<file path="src/sv/ssf_pkg.sv">
// ----------------------------------------------------------------------------
// ssf_pkg
// Shared constants, register indexes, unit select codes and the
// controller/datapath interface structs for the separation force block.
// ----------------------------------------------------------------------------
package ssf_pkg;

  localparam int POS_WIDTH_DEF = 24;
  localparam int FRAC_BITS_DEF = 8;

  localparam int ACC_W     = 48;   // accumulator width
  localparam int OUT_W     = 25;   // force component width
  localparam int OUT_TDW   = ((3 * OUT_W + 7) / 8) * 8;
  localparam int CFG_W     = 24;
  localparam int CFG_IDX_W = 2;
  localparam int RAD_W     = 16;
  localparam int QR_W      = 24;
  localparam int MF_W      = 16;
  localparam int R_W       = RAD_W + 1;

  localparam logic [CFG_IDX_W-1:0] REG_AGENT_RADIUS     = 2'd0;
  localparam logic [CFG_IDX_W-1:0] REG_QUERY_RANGE      = 2'd1;
  localparam logic [CFG_IDX_W-1:0] REG_MAX_FORCE        = 2'd2;
  localparam logic [CFG_IDX_W-1:0] REG_NEIGHBOUR_RADIUS = 2'd3;

  localparam logic [RAD_W-1:0] AGENT_RADIUS_RST     = 16'd100;
  localparam logic [QR_W-1:0]  QUERY_RANGE_RST      = 24'd1200;
  localparam logic [MF_W-1:0]  MAX_FORCE_RST        = 16'd2500;
  localparam logic [RAD_W-1:0] NEIGHBOUR_RADIUS_RST = 16'd1000;

  // multiplier operand selects
  localparam logic [1:0] MS_COMP = 2'd0;  // neighbour numerator
  localparam logic [1:0] MS_FSQ  = 2'd1;  // square of a sum
  localparam logic [1:0] MS_FC   = 2'd2;  // sum times cap

  localparam logic DV_COMP = 1'b0;
  localparam logic DV_FIN  = 1'b1;

  localparam logic SQ_D2 = 1'b0;
  localparam logic SQ_L  = 1'b1;

  localparam logic [1:0] RES_ZERO  = 2'd0;
  localparam logic [1:0] RES_PASS  = 2'd1;
  localparam logic [1:0] RES_CLAMP = 2'd2;

  typedef struct packed {
    logic       load_item;
    logic       mag_en;
    logic       d2_acc;
    logic       mul_start;
    logic [1:0] mul_sel;
    logic       div_start;
    logic       div_sel;
    logic       sqrt_start;
    logic       sqrt_sel;
    logic       root_ld;
    logic       sum_upd;
    logic       l_acc;
    logic       res_ld;
    logic [1:0] res_mode;
    logic       emit;
    logic [1:0] comp;
  } ssf_cmd_t;

  typedef struct packed {
    logic skip;
    logic last;
    logic enabled;
    logic d2_zero;
    logic out_rng;
    logic mode_a;
    logic clamp;
    logic mul_done;
    logic div_done;
    logic sqrt_done;
    logic out_busy;
  } ssf_stat_t;

  function automatic int imax(input int a, input int b);
    return (a > b) ? a : b;
  endfunction

endpackage

</file>
<file path="src/sv/ssf_ctrl.sv">
// ----------------------------------------------------------------------------
// ssf_ctrl
// Sequencer: walks one item through distance, per-component force and,
// on the last item, the length clamp; issues unit starts to the datapath.
// ----------------------------------------------------------------------------
module ssf_ctrl (
  input  logic               clk,
  input  logic               rst_n,
  input  logic               in_valid,
  output logic               in_ready,
  input  ssf_pkg::ssf_stat_t st,
  output ssf_pkg::ssf_cmd_t  cmd
);

  logic [4:0] state_r, state_nxt;
  logic [1:0] k_r, k_nxt;

  localparam logic [4:0] T_IDLE  = 5'd0;
  localparam logic [4:0] T_MAG   = 5'd1;
  localparam logic [4:0] T_D2    = 5'd2;
  localparam logic [4:0] T_RNG   = 5'd3;
  localparam logic [4:0] T_SQ_W  = 5'd4;
  localparam logic [4:0] T_CMS   = 5'd5;
  localparam logic [4:0] T_CM_W  = 5'd6;
  localparam logic [4:0] T_CD_W  = 5'd7;
  localparam logic [4:0] T_LAST  = 5'd8;
  localparam logic [4:0] T_FSQS  = 5'd9;
  localparam logic [4:0] T_FSQ_W = 5'd10;
  localparam logic [4:0] T_FCMP  = 5'd11;
  localparam logic [4:0] T_FRT_W = 5'd12;
  localparam logic [4:0] T_FMS   = 5'd13;
  localparam logic [4:0] T_FM_W  = 5'd14;
  localparam logic [4:0] T_FD_W  = 5'd15;
  localparam logic [4:0] T_EMIT  = 5'd16;

  always_ff @(posedge clk) begin
    if (!rst_n) begin
      state_r <= T_IDLE;
      k_r     <= '0;
    end else begin
      state_r <= state_nxt;
      k_r     <= k_nxt;
    end
  end

  assign in_ready = (state_r == T_IDLE);

  always_comb begin
    cmd       = '0;
    cmd.comp  = k_r;
    state_nxt = state_r;
    k_nxt     = k_r;
    unique case (state_r)
      T_IDLE: begin
        if (in_valid) begin
          cmd.load_item = 1'b1;
          state_nxt     = T_MAG;
        end
      end
      T_MAG: begin
        cmd.mag_en = 1'b1;
        k_nxt      = 2'd0;
        state_nxt  = st.skip ? T_LAST : T_D2;
      end
      T_D2: begin
        cmd.d2_acc = 1'b1;
        if (k_r == 2'd2) begin
          k_nxt     = 2'd0;
          state_nxt = T_RNG;
        end else begin
          k_nxt = k_r + 2'd1;
        end
      end
      T_RNG: begin
        if (st.d2_zero || st.out_rng) begin
          state_nxt = T_LAST;
        end else if (st.mode_a) begin
          state_nxt = T_CMS;
        end else begin
          cmd.sqrt_start = 1'b1;
          cmd.sqrt_sel   = ssf_pkg::SQ_D2;
          state_nxt      = T_SQ_W;
        end
      end
      T_SQ_W: begin
        if (st.sqrt_done) begin
          cmd.root_ld = 1'b1;
          state_nxt   = T_CMS;
        end
      end
      T_CMS: begin
        cmd.mul_start = 1'b1;
        cmd.mul_sel   = ssf_pkg::MS_COMP;
        state_nxt     = T_CM_W;
      end
      T_CM_W: begin
        if (st.mul_done) begin
          cmd.div_start = 1'b1;
          cmd.div_sel   = ssf_pkg::DV_COMP;
          state_nxt     = T_CD_W;
        end
      end
      T_CD_W: begin
        if (st.div_done) begin
          cmd.sum_upd = 1'b1;
          if (k_r == 2'd2) begin
            k_nxt     = 2'd0;
            state_nxt = T_LAST;
          end else begin
            k_nxt     = k_r + 2'd1;
            state_nxt = T_CMS;
          end
        end
      end
      T_LAST: begin
        k_nxt = 2'd0;
        if (!st.last) begin
          state_nxt = T_IDLE;
        end else if (!st.enabled) begin
          cmd.res_ld   = 1'b1;
          cmd.res_mode = ssf_pkg::RES_ZERO;
          state_nxt    = T_EMIT;
        end else begin
          state_nxt = T_FSQS;
        end
      end
      T_FSQS: begin
        cmd.mul_start = 1'b1;
        cmd.mul_sel   = ssf_pkg::MS_FSQ;
        state_nxt     = T_FSQ_W;
      end
      T_FSQ_W: begin
        if (st.mul_done) begin
          cmd.l_acc = 1'b1;
          if (k_r == 2'd2) begin
            k_nxt     = 2'd0;
            state_nxt = T_FCMP;
          end else begin
            k_nxt     = k_r + 2'd1;
            state_nxt = T_FSQS;
          end
        end
      end
      T_FCMP: begin
        if (st.clamp) begin
          cmd.sqrt_start = 1'b1;
          cmd.sqrt_sel   = ssf_pkg::SQ_L;
          state_nxt      = T_FRT_W;
        end else begin
          cmd.res_ld   = 1'b1;
          cmd.res_mode = ssf_pkg::RES_PASS;
          state_nxt    = T_EMIT;
        end
      end
      T_FRT_W: begin
        if (st.sqrt_done) begin
          cmd.root_ld = 1'b1;
          state_nxt   = T_FMS;
        end
      end
      T_FMS: begin
        cmd.mul_start = 1'b1;
        cmd.mul_sel   = ssf_pkg::MS_FC;
        state_nxt     = T_FM_W;
      end
      T_FM_W: begin
        if (st.mul_done) begin
          cmd.div_start = 1'b1;
          cmd.div_sel   = ssf_pkg::DV_FIN;
          state_nxt     = T_FD_W;
        end
      end
      T_FD_W: begin
        if (st.div_done) begin
          cmd.res_ld   = 1'b1;
          cmd.res_mode = ssf_pkg::RES_CLAMP;
          if (k_r == 2'd2) begin
            k_nxt     = 2'd0;
            state_nxt = T_EMIT;
          end else begin
            k_nxt     = k_r + 2'd1;
            state_nxt = T_FMS;
          end
        end
      end
      T_EMIT: begin
        // wait for the output register to free up
        if (!st.out_busy) begin
          cmd.emit  = 1'b1;
          state_nxt = T_IDLE;
        end
      end
      default: state_nxt = T_IDLE;
    endcase
  end

endmodule

</file>
<file path="config.mk">
export PLATFORM = sky130hd
export DESIGN_NAME = ssf_ctrl
export DESIGN_NICKNAME = d
export VERILOG_FILES = /design/src/sv/ssf_pkg.sv /design/src/sv/ssf_ctrl.sv
export SDC_FILE = /design/constraint.sdc
export NUM_CORES = 1
export LEC_CHECK = 0
export BUFFER_PORTS_ARGS = -buffer_cell sky130_fd_sc_hd__buf_2
export CAP_MARGIN = 20
export CORE_MARGIN = 1.5
export CORE_UTILIZATION = 45
export CTS_CLUSTER_DIAMETER = 150
export DETAILED_ROUTE_END_ITERATION = 8
export PLACE_DENSITY = 0.74
export SETUP_SLACK_MARGIN = 0.05
export SKIP_LAST_GASP = 1
export SYNTH_ARGS = -nofsm -noshare
export SYNTH_HDL_FRONTEND = slang
export SYNTH_SLANG_ARGS = --single-unit
</file>
<file path="constraint.sdc">
create_clock -name clk -period 2.4 [get_ports clk]
set_input_delay 0.12 -clock clk [delete_from_list [all_inputs] [get_ports clk]]
set_output_delay 0.12 -clock clk [all_outputs]
set_load 0.01 [all_outputs]
</file>
Word level (Yosys, flattened, before mapping)
Cells that the tools add are included.
{"block": "op_classes", "add_sub_neg": 1, "n_eq_ne": 28, "n_mux": 49, "reduce_logical": 8}
{"operator": "5-bit case mux with 17 select lines", "count": 1}
{"operator": "5-bit 2-to-1 mux", "count": 15}
{"operator": "5-bit by 4-bit equality test with 1-bit output (second input constant)", "count": 8}
{"operator": "5-bit by 3-bit equality test with 1-bit output (second input constant)", "count": 4}
{"operator": "2-bit != test (second input constant)", "count": 10}
{"operator": "2-bit 2-to-1 mux", "count": 9}
{"operator": "3-bit case mux with 3 select lines", "count": 2}
{"operator": "1-bit 2-to-1 mux", "count": 13}
{"operator": "3-bit 2-to-1 mux", "count": 4}
{"operator": "5-bit by 2-bit equality test with 1-bit output (second input constant)", "count": 2}
{"operator": "10-bit AND reduction", "count": 1}
{"operator": "4-bit 2-to-1 mux", "count": 2}
{"operator": "2-bit case mux with 2 select lines", "count": 2}
{"operator": "2-bit case mux with 4 select lines", "count": 1}
{"operator": "2-bit OR reduction", "count": 3}
{"operator": "5-bit by 1-bit equality test with 1-bit output (second input constant)", "count": 1}
{"operator": "5-bit equality test (second input constant)", "count": 1}
{"operator": "5-bit logical NOT", "count": 1}
{"operator": "4-bit nonzero test", "count": 1}
{"operator": "3-bit AND reduction", "count": 1}
{"operator": "2-bit by 1-bit adder with 2-bit output (second input constant)", "count": 1}
{"operator": "2-bit equality test (second input constant)", "count": 1}
{"operator": "2-bit by 1-bit != test with 1-bit output (second input constant)", "count": 1}
{"operator": "1-bit logical OR", "count": 1}
{"block": "word_totals", "regBits": 7, "out_inout_bits": 20, "word_cells": 88}

Logic depth before layout (Yosys ltp)
{"block": "logic_depth", "ltp_word": 4, "mapped_depth": 6, "depth_no_buf": 4}

Worst setup path before layout
OpenSTA, ideal clock, no wires.
{"block": "synth_path", "path_type": "register -> output", "start": "register state_r[4]", "end": "output cmd[10] in the netlist's numbering", "arrival_time_ns": 1.519, "t_required_ns": 2.280, "path_slack_ns": 0.761, "stages_incl_launch_ff": 5, "cell_sequence": "dfxtp_1 -> buf_4 -> or4_1 -> or3_1 -> a21oi_1"}
{"element": "start, declared", "line_no": "ssf_ctrl.sv:15", "rtl": "logic [4:0] state_r, state_nxt;"}
{"element": "start signal, assigned", "line_no": "ssf_ctrl.sv:41", "rtl": "state_r <= state_nxt;"}
{"element": "end, declared", "line_no": "ssf_ctrl.sv:12", "rtl": "output ssf_pkg::ssf_cmd_t cmd"}

==> flow_summary_export.csv <==
group,metric,value,unit
run_status,outcome,"finished, final reports clean",
timing,finalMaxSlewViolations,0,
final_layout,fin_nets,167,
timing,fmax,0.4863,GHz
synthesis,synth_edf_count,0,
critical_path,crit_type,"flip-flop to primary output",
global_routing,grt_use_total,24.07,%
run,drv_cap,0,
critical_path,end_kind,"primary output",
timing,worstMarginPinSlew,0.5905,ns
critical_path,slowest_stage,"or4_1",
clock_network,post_cts_buffers,0,
synthesis,ys_warn_count,0,
floorplanning,die_w,47.46,um
timing,slew_headroom,60.58,%
critical_path,cp_top_family,"simple AND/OR/NAND/NOR gates",
pwr,powerDensity,782.2,mW/mm2
final_layout,layout_common_cells,"33 x buf_2, 14 x nand2_1, 13 x nor2_1",
clock_network,path_clk_slew,0.06,ns
clock_network,cts_inserted_buffers,3,
final_layout,syn2layout_area_growth,21.24,%
timing,clock_skew,0.005452,ns
clock_network,cts_buffer_depth,2,
clock_network,postCtsResizedCells,0,
critical_path,rrSetupSlack,0.43,ns
final_layout,drive_above_1_share,32.24,%
clock_network,cts_hold_buf,0,
synthesis,yosysSeqAreaShare,15.75,%
global_routing,grt_pass1_vias,866,
timing,finalHoldViolCount,0,
synthesis,async_flop_share,0,%
critical_path,crit_chain,"or4_1, or3_1, a21oi_1, buf_2",
timing,period_minus_slack,2.056,ns
critical_path,crit_arrival,1.94,ns
placed_design,dpl_cell_area,0.001052,mm2
floorplanning,core,0.001783,mm2
timing,period_share,85.68,%
final_layout,fillers,170,
timing,finalSetupViolCount,0,
timing,rsz0062_at_grt,"no",
placed_design,portBuffers,33,
placed_design,gp_congestion,0.8858,
critical_path,startpoint_type,"flip-flop",
floorplanning,die-area,0.002252,mm2
clock_network,cts.sinks,7,
synthesis,syn-num-nets,136,
floorplanning,rows,15,
clock_network,cts_tree,"built",
detailed_routing,wl_per_cell,13.84,um
clock_network,clock_latency,0.25,ns
critical_path,crit_fanout,16,
synthesis,avgSynthCellArea,7.292,um2
critical_path,path_buf_inv,1,
pwr,leakagePower,0.4604,nW
global_routing,antenna_found_initial,0,
global_routing,grt_start_max_net_pins,17,
final_layout,stdcell_area,0.001079,mm2
pwr,peakVddDrop,0.0005198,V
detailed_routing,drt_iter0_markers,45,
detailed_routing,ant_nets,0,
detailed_routing,post-route-drc-count,0,
floorplanning,die_h,47.46,um
detailed_routing,wl,2449,um
synthesis,ys.flop_type,"dfxtp_1",
critical_path,required,2.28,ns
synthesis,syn_area,889.6,um2
global_routing,grt_first_pass_wirelength,3815,um
detailed_routing,num_vias,1050,
timing,tns,0,ns
worst_hold_path,min_path_type,"input pin to flip-flop",
synthesis,ys_types,48,
detailed_routing,drt_pass1_iterations,4,
floorplanning,pin_count,34,
placed_design,post-dp-hpwl,1891,um
critical_path,max_stage_delay,0.60,ns
clock_network,cts-root-buf,"clkbuf_4",
synthesis,synth_seq_cells,7,
final_layout,layout_commonest_cell,"buf_2",
detailed_routing,vias_per_cell,5.932,
clock_network,cts_htree_levels,1,
synthesis,syn_inst,122,
floorplanning,start_util,49.89,%
global_routing,globalRouteOverflowTotal,0,
final_layout,diodes,0,
## through the flow
stage | hold WS (ns) | utilization [%] | setup WS (ns) | std cells | total power, mW
2_1_floorplan | 0.2875 | - | 0.7607 | 122 | 0.6180
3_3_place_gp | 0.4047 | 59.02 | 0.5342 | 173 | 0.7187
3_5_place_dp | 0.4264 | 59.02 | 0.4774 | 173 | 0.7299
4_1_cts | 0.1641 | 60.49 | 0.3646 | 177 | 0.8392
5_1_grt | 0.1651 | 60.49 | 0.1181 | 177 | 0.9127
6_report | 0.1620 | 60.49 | 0.3438 | 177 | 0.8436
## cell usage after synthesis (3+ instances only)
master | n | area (um2)
nand3_1 | 4 | 20.02
inv_1 | 5 | 18.77
o21ai_0 | 7 | 35.03
nand2b_1 | 3 | 18.77
nor2_1 | 13 | 48.80
clkbuf_1 | 4 | 15.01
nor3_1 | 7 | 35.03
a21oi_1 | 4 | 20.02
nor3b_1 | 3 | 22.52
buf_2 | 3 | 15.01
dfxtp_1 | 7 | 140.1
nand2_1 | 14 | 52.55
or3_1 | 4 | 25.02
mux2i_1 | 3 | 30.03
## flip-flops by register name (all words and copies together), names as in the netlist
signal,cells
state_r,5
k_r,2
## final cells by class
type                       count  area (um2)  share of cell area, %
inverter                       5       18.77                  1.740
sequential                     7       140.1                  12.99
tap                           25       31.28                  2.900
multi-input combinational     99       666.9                  61.83
timing repair buffer          37       195.2                  18.10
clock buffer                   4       26.28                  2.436
## path summary, 6_finish.rpt
path                                 start         end  cells past startpoint
worst min register to register      k_r[0]      k_r[0]                      2
worst max-delay path            state_r[3]     cmd[10]                      4
worst max register to register  state_r[4]  state_r[0]                      4
worst min-delay path                 st[0]  state_r[4]                      3
## logic make-up after synthesis
kind of cell,after synthesis,share of synthesized area (%)
compound gates,28,26.16
flops,7,15.75
simple gates,66,43.46
mux,3,3.376
xor+xnor,2,1.969
buf+inv,16,9.282
## power by group
part	internal (mW)	switching, mW	leakage (nW)
clock	0.0635	0.0439	0.0150
sequential	0.143	0.0711	0.0571
combinational	0.251	0.272	0.388
## metal layers
| layer | vias up | GRT usage (%) | routed length [um] |
|---|---|---|---|
| met5 | - | 0 | 0 |
| met1 | 484 | 32.27 | 1068 |
| met3 | 2 | 4.528 | 178 |
| met4 | 0 | 6.667 | 13 |
| li1 | 507 | - | - |
| met2 | 57 | 39.46 | 1189 |
## worst register-to-register path: cells and delay by family (launching register included)
family,cells,cell delay [ns]
DFF,1,0.59
AOI/OAI and AO/OA,2,0.46
and+or+nand+nor,2,0.84
No activity file was read; power rests on OpenSTA's default activity.
